--- src/rtl/blbm_pkg.sv ---
// Shared types and constants for the battery level band monitor.
// No dependencies; imported by battery_level_band_monitor_unit and the testbench.
package blbm_pkg;

    localparam int VOLTAGE_BITS_DEF = 13;

    // configuration register indexes
    localparam int          CFG_INDEX_BITS     = 3;
    localparam logic [2:0]  REG_EMPTY          = 3'd0;
    localparam logic [2:0]  REG_FULL           = 3'd1;
    localparam logic [2:0]  REG_DISCONNECT     = 3'd2;
    localparam logic [2:0]  REG_RECOVERY       = 3'd3;
    localparam logic [2:0]  REG_MIN_RISE       = 3'd4;
    localparam logic [2:0]  REG_CHARGE_STREAK  = 3'd5;
    localparam logic [2:0]  REG_ABSENT_STREAK  = 3'd6;

    // register reset values
    localparam int          EMPTY_MV_RST       = 3100;
    localparam int          FULL_MV_RST        = 4200;
    localparam int          DISCONNECT_MV_RST  = 1800;
    localparam int          RECOVERY_MV_RST    = 2500;
    localparam logic [7:0]  MIN_RISE_RST       = 8'd20;
    localparam logic [7:0]  CHARGE_STREAK_RST  = 8'd3;
    localparam logic [7:0]  ABSENT_STREAK_RST  = 8'd5;

    localparam logic [7:0]  COUNT_MAX          = 8'd255;

    // percentage and divider
    localparam int          PCT_BITS           = 7;
    localparam int          STEP_BITS          = 3;
    localparam int          PCT_SCALE          = 200;
    localparam logic [6:0]  PCT_FULL           = 7'd100;
    localparam logic [6:0]  PCT_ZERO           = 7'd0;
    localparam logic [6:0]  PCT_80             = 7'd80;
    localparam logic [6:0]  PCT_60             = 7'd60;
    localparam logic [6:0]  PCT_40             = 7'd40;
    localparam logic [6:0]  PCT_20             = 7'd20;
    localparam logic [6:0]  PCT_10             = 7'd10;

    // band codes
    localparam logic [2:0]  BAND_ABSENT        = 3'd0;
    localparam logic [2:0]  BAND_CHARGING      = 3'd1;
    localparam logic [2:0]  BAND_80_100        = 3'd2;
    localparam logic [2:0]  BAND_60_79         = 3'd3;
    localparam logic [2:0]  BAND_40_59         = 3'd4;
    localparam logic [2:0]  BAND_20_39         = 3'd5;
    localparam logic [2:0]  BAND_10_19         = 3'd6;
    localparam logic [2:0]  BAND_UNDER_10      = 3'd7;

endpackage

--- src/rtl/battery_level_band_monitor_unit.sv ---
// Battery level band monitor: percentage, absence/charging detection, band flags.
// Depends on blbm_pkg for constants and register indexes.
//
// One request per voltage sample produces one result. A request passes from
// acceptance through a setup state, seven restoring-division steps on a single
// shared subtract/compare unit (one percentage bit per step), and a finish state
// that updates the streak counters and band; the next request is accepted only
// after that. When full_mv is not above empty_mv the divider is skipped. The
// result sits in an output register, so the next request is taken while a
// finished result still waits for out_ready.
// Configuration writes are always ready and must only be issued while idle.
module battery_level_band_monitor_unit
    import blbm_pkg::*;
#(
    parameter int VOLTAGE_BITS = VOLTAGE_BITS_DEF
)
(
    input  logic                      clk,
    input  logic                      rst_n,

    input  logic                      cfg_valid,
    output logic                      cfg_ready,
    input  logic [CFG_INDEX_BITS-1:0] cfg_index,
    input  logic [VOLTAGE_BITS-1:0]   cfg_data,

    input  logic                      in_valid,
    output logic                      in_ready,
    input  logic [VOLTAGE_BITS-1:0]   voltage_mv,

    output logic                      out_valid,
    input  logic                      out_ready,
    output logic [2:0]                band,
    output logic [PCT_BITS-1:0]       percent,
    output logic                      charging,
    output logic                      band_changed,
    output logic                      absent_confirmed
);

    localparam int NUM_BITS = VOLTAGE_BITS + 9;
    localparam logic [STEP_BITS-1:0] LAST_STEP = STEP_BITS'(PCT_BITS - 1);

    typedef enum logic [1:0] {S_IDLE, S_PREP, S_DIV, S_FIN} state_t;

    state_t                  state_reg, state_next;
    logic [STEP_BITS-1:0]    step_reg, step_next;

    // configuration
    logic [VOLTAGE_BITS-1:0] empty_reg, full_reg, disconnect_reg, recovery_reg;
    logic [7:0]              min_rise_reg, charge_need_reg, absent_need_reg;

    // per-sample history
    logic [VOLTAGE_BITS-1:0] prev_reg;
    logic [7:0]              rise_reg, rise_next;
    logic [7:0]              low_reg, low_next;
    logic                    absent_reg, absent_next;
    logic [2:0]              cur_band_reg, band_next;
    logic                    band_valid_reg;

    // output register
    logic                    out_valid_reg;
    logic [2:0]              band_out_reg;
    logic [PCT_BITS-1:0]     pct_out_reg;
    logic                    chg_out_reg, changed_out_reg, absent_out_reg;

    // divider datapath
    logic [VOLTAGE_BITS-1:0] v_reg;
    logic [NUM_BITS-1:0]     rem_reg, rem_next;
    logic [NUM_BITS-1:0]     dsr_reg, dsr_next;
    logic [PCT_BITS-1:0]     quo_reg, quo_next;

    logic                    accept, fire, degenerate, is_low, rise_hit, chg, changed, ge;
    logic [VOLTAGE_BITS-1:0] span, clamped, c_val;
    logic [VOLTAGE_BITS:0]   rise_limit;

    assign accept = in_valid && in_ready;
    assign fire   = (state_reg == S_FIN) && (!out_valid_reg || out_ready);

    // setup values for the divider
    assign degenerate = (full_reg <= empty_reg);
    assign span       = full_reg - empty_reg;
    always_comb
    begin
        if (v_reg < empty_reg)
            clamped = empty_reg;
        else if (v_reg > full_reg)
            clamped = full_reg;
        else
            clamped = v_reg;
    end
    assign c_val = clamped - empty_reg;

    // shared compare/subtract unit
    assign ge = (rem_reg >= dsr_reg);

    always_comb
    begin
        state_next = state_reg;
        step_next  = step_reg;
        rem_next   = rem_reg;
        dsr_next   = dsr_reg;
        quo_next   = quo_reg;
        unique case (state_reg)
            S_IDLE:
            begin
                if (accept)
                    state_next = S_PREP;
            end
            S_PREP:
            begin
                step_next = '0;
                quo_next  = '0;
                // numerator 200*c + span, divisor 2*span aligned to the top quotient bit
                rem_next  = NUM_BITS'(c_val) * NUM_BITS'(PCT_SCALE) + NUM_BITS'(span);
                dsr_next  = NUM_BITS'({span, 1'b0}) << (PCT_BITS - 1);
                if (degenerate)
                begin
                    quo_next   = (v_reg >= empty_reg) ? PCT_FULL : PCT_ZERO;
                    state_next = S_FIN;
                end
                else
                begin
                    state_next = S_DIV;
                end
            end
            S_DIV:
            begin
                if (ge)
                    rem_next = rem_reg - dsr_reg;
                quo_next  = {quo_reg[PCT_BITS-2:0], ge};
                dsr_next  = dsr_reg >> 1;
                step_next = step_reg + 1'b1;
                if (step_reg == LAST_STEP)
                    state_next = S_FIN;
            end
            S_FIN:
            begin
                if (fire)
                    state_next = S_IDLE;
            end
            default:
            begin
                state_next = S_IDLE;
            end
        endcase
    end

    // streak counters and band selection for the finishing sample
    assign is_low     = (v_reg < disconnect_reg);
    assign rise_limit = {1'b0, prev_reg} + (VOLTAGE_BITS + 1)'(min_rise_reg);
    assign rise_hit   = (prev_reg != '0) && ({1'b0, v_reg} >= rise_limit);

    always_comb
    begin
        if (is_low)
        begin
            low_next    = (low_reg == COUNT_MAX) ? low_reg : low_reg + 8'd1;
            absent_next = absent_reg || (low_next >= absent_need_reg);
        end
        else
        begin
            low_next    = '0;
            absent_next = (v_reg >= recovery_reg) ? 1'b0 : absent_reg;
        end

        if (rise_hit)
            rise_next = (rise_reg == COUNT_MAX) ? rise_reg : rise_reg + 8'd1;
        else
            rise_next = '0;
    end

    assign chg = (rise_next >= charge_need_reg);

    always_comb
    begin
        priority if (absent_next ? (v_reg < recovery_reg) : is_low)
            band_next = BAND_ABSENT;
        else if (chg)
            band_next = BAND_CHARGING;
        else if (quo_reg >= PCT_80)
            band_next = BAND_80_100;
        else if (quo_reg >= PCT_60)
            band_next = BAND_60_79;
        else if (quo_reg >= PCT_40)
            band_next = BAND_40_59;
        else if (quo_reg >= PCT_20)
            band_next = BAND_20_39;
        else if (quo_reg >= PCT_10)
            band_next = BAND_10_19;
        else
            band_next = BAND_UNDER_10;
    end

    assign changed = band_valid_reg && (band_next != cur_band_reg);

    // control, history, configuration and output register
    always_ff @(posedge clk or negedge rst_n)
    begin
        if (!rst_n)
        begin
            state_reg       <= S_IDLE;
            step_reg        <= '0;
            empty_reg       <= VOLTAGE_BITS'(EMPTY_MV_RST);
            full_reg        <= VOLTAGE_BITS'(FULL_MV_RST);
            disconnect_reg  <= VOLTAGE_BITS'(DISCONNECT_MV_RST);
            recovery_reg    <= VOLTAGE_BITS'(RECOVERY_MV_RST);
            min_rise_reg    <= MIN_RISE_RST;
            charge_need_reg <= CHARGE_STREAK_RST;
            absent_need_reg <= ABSENT_STREAK_RST;
            prev_reg        <= '0;
            rise_reg        <= '0;
            low_reg         <= '0;
            absent_reg      <= 1'b0;
            cur_band_reg    <= BAND_80_100;
            band_valid_reg  <= 1'b0;
            out_valid_reg   <= 1'b0;
            band_out_reg    <= BAND_80_100;
            pct_out_reg     <= '0;
            chg_out_reg     <= 1'b0;
            changed_out_reg <= 1'b0;
            absent_out_reg  <= 1'b0;
        end
        else
        begin
            state_reg <= state_next;
            step_reg  <= step_next;

            if (cfg_valid)
            begin
                unique case (cfg_index)
                    REG_EMPTY:         empty_reg       <= cfg_data;
                    REG_FULL:          full_reg        <= cfg_data;
                    REG_DISCONNECT:    disconnect_reg  <= cfg_data;
                    REG_RECOVERY:      recovery_reg    <= cfg_data;
                    REG_MIN_RISE:      min_rise_reg    <= cfg_data[7:0];
                    REG_CHARGE_STREAK: charge_need_reg <= cfg_data[7:0];
                    REG_ABSENT_STREAK: absent_need_reg <= cfg_data[7:0];
                    default:           ;
                endcase
            end

            if (fire)
            begin
                prev_reg        <= v_reg;
                rise_reg        <= rise_next;
                low_reg         <= low_next;
                absent_reg      <= absent_next;
                cur_band_reg    <= band_next;
                band_valid_reg  <= 1'b1;
                out_valid_reg   <= 1'b1;
                band_out_reg    <= band_next;
                pct_out_reg     <= quo_reg;
                chg_out_reg     <= chg;
                changed_out_reg <= changed;
                absent_out_reg  <= absent_next;
            end
            else if (out_ready)
            begin
                out_valid_reg <= 1'b0;
            end
        end
    end

    // divider datapath
    always_ff @(posedge clk)
    begin
        if (accept)
            v_reg <= voltage_mv;
        rem_reg <= rem_next;
        dsr_reg <= dsr_next;
        quo_reg <= quo_next;
    end

    assign cfg_ready        = 1'b1;
    assign in_ready         = (state_reg == S_IDLE);
    assign out_valid        = out_valid_reg;
    assign band             = band_out_reg;
    assign percent          = pct_out_reg;
    assign charging         = chg_out_reg;
    assign band_changed     = changed_out_reg;
    assign absent_confirmed = absent_out_reg;

    // an accepted request blocks the input until the result is loaded
    a_busy_after_accept: assert property (@(posedge clk) disable iff (!rst_n)
        accept |=> !in_ready)
        else $error("input ready while a request is in progress");

    a_pct_range: assert property (@(posedge clk) disable iff (!rst_n)
        out_valid |-> (percent <= PCT_FULL))
        else $error("percent above 100");

    a_charging_band: assert property (@(posedge clk) disable iff (!rst_n)
        (out_valid && charging && band != BAND_ABSENT) |-> (band == BAND_CHARGING))
        else $error("charging result not in charging band");

    a_load_from_fin: assert property (@(posedge clk) disable iff (!rst_n)
        $rose(out_valid) |-> ($past(state_reg) == S_FIN))
        else $error("result loaded outside finish state");

    a_div_length: assert property (@(posedge clk) disable iff (!rst_n)
        (state_reg == S_DIV && step_reg == LAST_STEP) |=> (state_reg == S_FIN))
        else $error("divider did not finish after last step");

endmodule

--- config.mk ---
export PLATFORM = sky130hd
export DESIGN_NAME = battery_level_band_monitor_unit
export DESIGN_NICKNAME = d
export VERILOG_FILES = /design/src/rtl/blbm_pkg.sv /design/src/rtl/battery_level_band_monitor_unit.sv
export SDC_FILE = /design/constraint.sdc
export NUM_CORES = 1
export LEC_CHECK = 0
export BUFFER_PORTS_ARGS = -buffer_cell sky130_fd_sc_hd__buf_4
export CORE_MARGIN = 2
export CORE_UTILIZATION = 52
export DETAILED_ROUTE_END_ITERATION = 8
export GPL_ROUTABILITY_DRIVEN = 0
export PLACE_DENSITY = 0.7
export SLEW_MARGIN = 30
export SYNTH_ARGS = -nofsm -noshare
export SYNTH_HDL_FRONTEND = slang
export SYNTH_SLANG_ARGS = --single-unit
export TNS_END_PERCENT = 10
--- constraint.sdc ---
create_clock -name clk -period 9.5 [get_ports clk]
set_clock_uncertainty 0.1 [all_clocks]
set_input_delay 0.95 -clock clk [delete_from_list [all_inputs] [get_ports clk]]
set_output_delay 0.95 -clock clk [all_outputs]
set_load 0.01 [all_outputs]
==> flow_summary.yaml <==
run_status:
  status: "finished, final reports clean"
sta:
  fmax_mhz: 126.1
  worst_pin_slew_ns: 0.8768
  relSlewSlack_pct: 41.55
  finalCritPeriodShare_pct: 83.45
  finalMaxSlewViolations: 0
  tns_ns: 0
  setup_viol: 0
  rsz0062_at_grt: "false"
  final.min_clock_period_ns: 7.927
  hold_viol_final: 0
finish:
  area_delta_synth_final_pct: 9.810
  utilization_pct: 57.54
  drive_above_1_share_pct: 11.29
  largest_register_ffs: 22
  diodes: 0
  nets: 1884
critical_path:
  slowest_delay_ns: 0.54
  critPathSlowestCell: "edfxtp_1"
  startpoint_type: "flip-flop"
  cp_max_fo: 12
  endpoint_kind: "flip-flop"
  cp.required_ns: 9.58
  timing.critical_path.mode_cell: "ha_1"
  path_class: "reg2reg"
  worstPathArrival_ns: 8.01
logic_synthesis:
  synth_area_um2: 14480
  postSynthAreaPerCell_um2: 9.025
  synth_cells: 1604
  synth-warning-count: 0
  ys_seq_area_share_pct: 34.68
  synth_edf_count: 62
  synth_cell_types: 76
  async_flop_share_pct: 66.84
  postSynthNetCount: 1845
  ys_ff_latch: 187
  ys.flop_type: "dfrtp_1"
die:
  dieArea_um2: 29190
  core_um2: 27630
  io_pins: 50
  placementRows: 61
  initial_core_util_pct: 52.40
  die_h_um: 170.9
  die_x_um: 170.9
cts:
  htree_num_levels: 4
  cts_resized: 0
  cts_hold_buf: 0
  cts_buffer_depth: 2
  clock_latency_ns: 0.46
  cts_root_buf: "clkbuf_16"
  postCtsSetupBuffers: 0
  clock-sinks: 187
  cts.reportedPaths.clkPinSlew_ns: 0.09
  cts_tree: "built"
  numCtsBuffers: 17
drt:
  drt_iter0_drc: 669
  num_vias: 11802
  final_antenna_net_count: 0
  drc: 0
  routed_via_density: 5.802
  post_drt_wl_per_cell_um: 17.59
  first_pass_iters: 6
  wl_mm: 35.78
global_routing:
  grt_usage_pct: 25.68
  antenna_found_initial: 0
  grt_pass1_vias: 11620
  grt_max_degree: 77
  grt.overflow.total: 0
  grt_first_pass_wirelength_mm: 58.93
hold_path:
  hold_path_class: "reg2reg"
place:
  dp_hpwl_mm: 26.58
  port_buffers: 48
run:
  maxCapViolations: 0
-- final cells by class --
class                           count  area (um^2)
Sequential cell                   187         5021
Fill cell                        2473        11730
Timing Repair Buffer               60        454.2
Inverter                          165        619.3
Tap cell                          378        473.0
Multi-Input combinational cell   1212         8713
Clock inverter                     15        190.2
Clock buffer                       17        425.4
-- cells in the final DEF (no fill, tap or decap), drive strengths merged, types with 12 or more instances in the layout --
cell    synthesis  routed
a21o           28      28
a21oi          76      76
a31oi          18      18
and2           12      12
and3           12      12
buf             7      60
clkbuf         33      17
dfrtp         100     100
dfstp          25      25
edfxtp         62      62
fa             13      13
ha            194     194
inv           165     172
mux2           42      42
nand2         193     193
nand2b         19      19
nand3          54      54
nand4          19      19
nor2           95      95
nor2b          22      22
nor3           29      29
o21a           29      29
o21ai         121     121
xnor2          48      48
xor2           26      26
-- worst paths after layout --
| kind | from | end | slack, ns | cells after the start |
|---|---|---|---|---|
| max | v_reg[1] | rem_reg[15] | 1.57 | 33 |
| min | percent[6] | percent[6] | 0.38 | 2 |
| max reg2reg | v_reg[1] | rem_reg[15] | 1.57 | 33 |
| min reg2reg | percent[6] | percent[6] | 0.38 | 2 |
| max in group asynchronous | rst_n | empty_reg[8] | 7.69 | 2 |
| min in group asynchronous | rst_n | percent[0] | 0.42 | 1 |
-- synthesized netlist by cell type (8+ instances only) --
| cell type | instances | share of area [%] |
|---|---|---|
| a21o_1 | 28 | 1.5 |
| nand4_1 | 19 | 0.82 |
| a31oi_1 | 18 | 0.78 |
| ha_1 | 194 | 17 |
| inv_1 | 164 | 4.3 |
| or3_1 | 8 | 0.35 |
| dfrtp_1 | 100 | 17 |
| clkbuf_1 | 33 | 0.86 |
| o21bai_1 | 9 | 0.47 |
| o22ai_1 | 8 | 0.35 |
| dfstp_2 | 25 | 4.5 |
| fa_1 | 13 | 1.8 |
| a211oi_1 | 10 | 0.52 |
| a21oi_1 | 76 | 2.6 |
| xnor2_1 | 48 | 2.9 |
| and3_1 | 12 | 0.52 |
| xor2_1 | 26 | 1.6 |
| o211ai_1 | 10 | 0.52 |
| nor2b_1 | 21 | 0.91 |
| o21ai_0 | 120 | 4.1 |
| edfxtp_1 | 62 | 13 |
| nand2b_1 | 19 | 0.82 |
| a21boi_0 | 9 | 0.47 |
| nor2_1 | 95 | 2.5 |
| nor3_1 | 29 | 1.0 |
| and2_1 | 12 | 0.52 |
| o21a_1 | 29 | 1.5 |
| mux2_2 | 42 | 3.3 |
| nand2_1 | 193 | 5.0 |
| nand3_1 | 53 | 1.8 |
-- kinds of logic after synthesis --
group / Yosys count / synth area share, %
other: 1 / 0.02590
adder cells (fa/ha/maj): 207 / 18.57
AO/OA/AOI/OAI: 380 / 16.78
AND/OR/NAND/NOR: 502 / 16.44
multiplexers: 48 / 3.682
buffers and inverters: 205 / 5.350
flip-flops: 187 / 34.68
XOR/XNOR: 74 / 4.477
-- stage by stage --
step / worst slack, ns / hold slack [ns] / instance area (um^2) / cells
finish: 1.573 / 0.3779 / 15900 / 2034
global route: 0.8471 / 0.4009 / 15900 / 2034
CTS: 1.646 / 0.3823 / 15890 / 2034
detailed placement: 1.674 / 0.3604 / 15280 / 2002
global placement: 1.891 / 0.3485 / 15270 / 2002
floorplan: 2.643 / 0.3324 / 14480 / 1604
-- routing by layer --
| layer | global-route usage, % | part of all wire (%) | up-vias |
|---|---|---|---|
| met5 | 0 | 0 | - |
| met4 | 7.996 | 2.5 | 0 |
| met3 | 3.724 | 4.9 | 52 |
| met2 | 42.79 | 47 | 309 |
| met1 | 34.67 | 46 | 5652 |
| li1 | - | - | 5789 |
-- critical path, delay by kind of cell, from the launching register on --
family          cells  cell delay, ns
compound gates     13            2.81
fa+ha+maj           7            2.35
flops               1            0.54
buf+inv             2            0.09
simple gates        8            1.25
xor+xnor            3            0.52
Power is left out: the tool's default activity adds up to more than one toggle a clock period on the data nets, which glitch-free logic cannot reach.
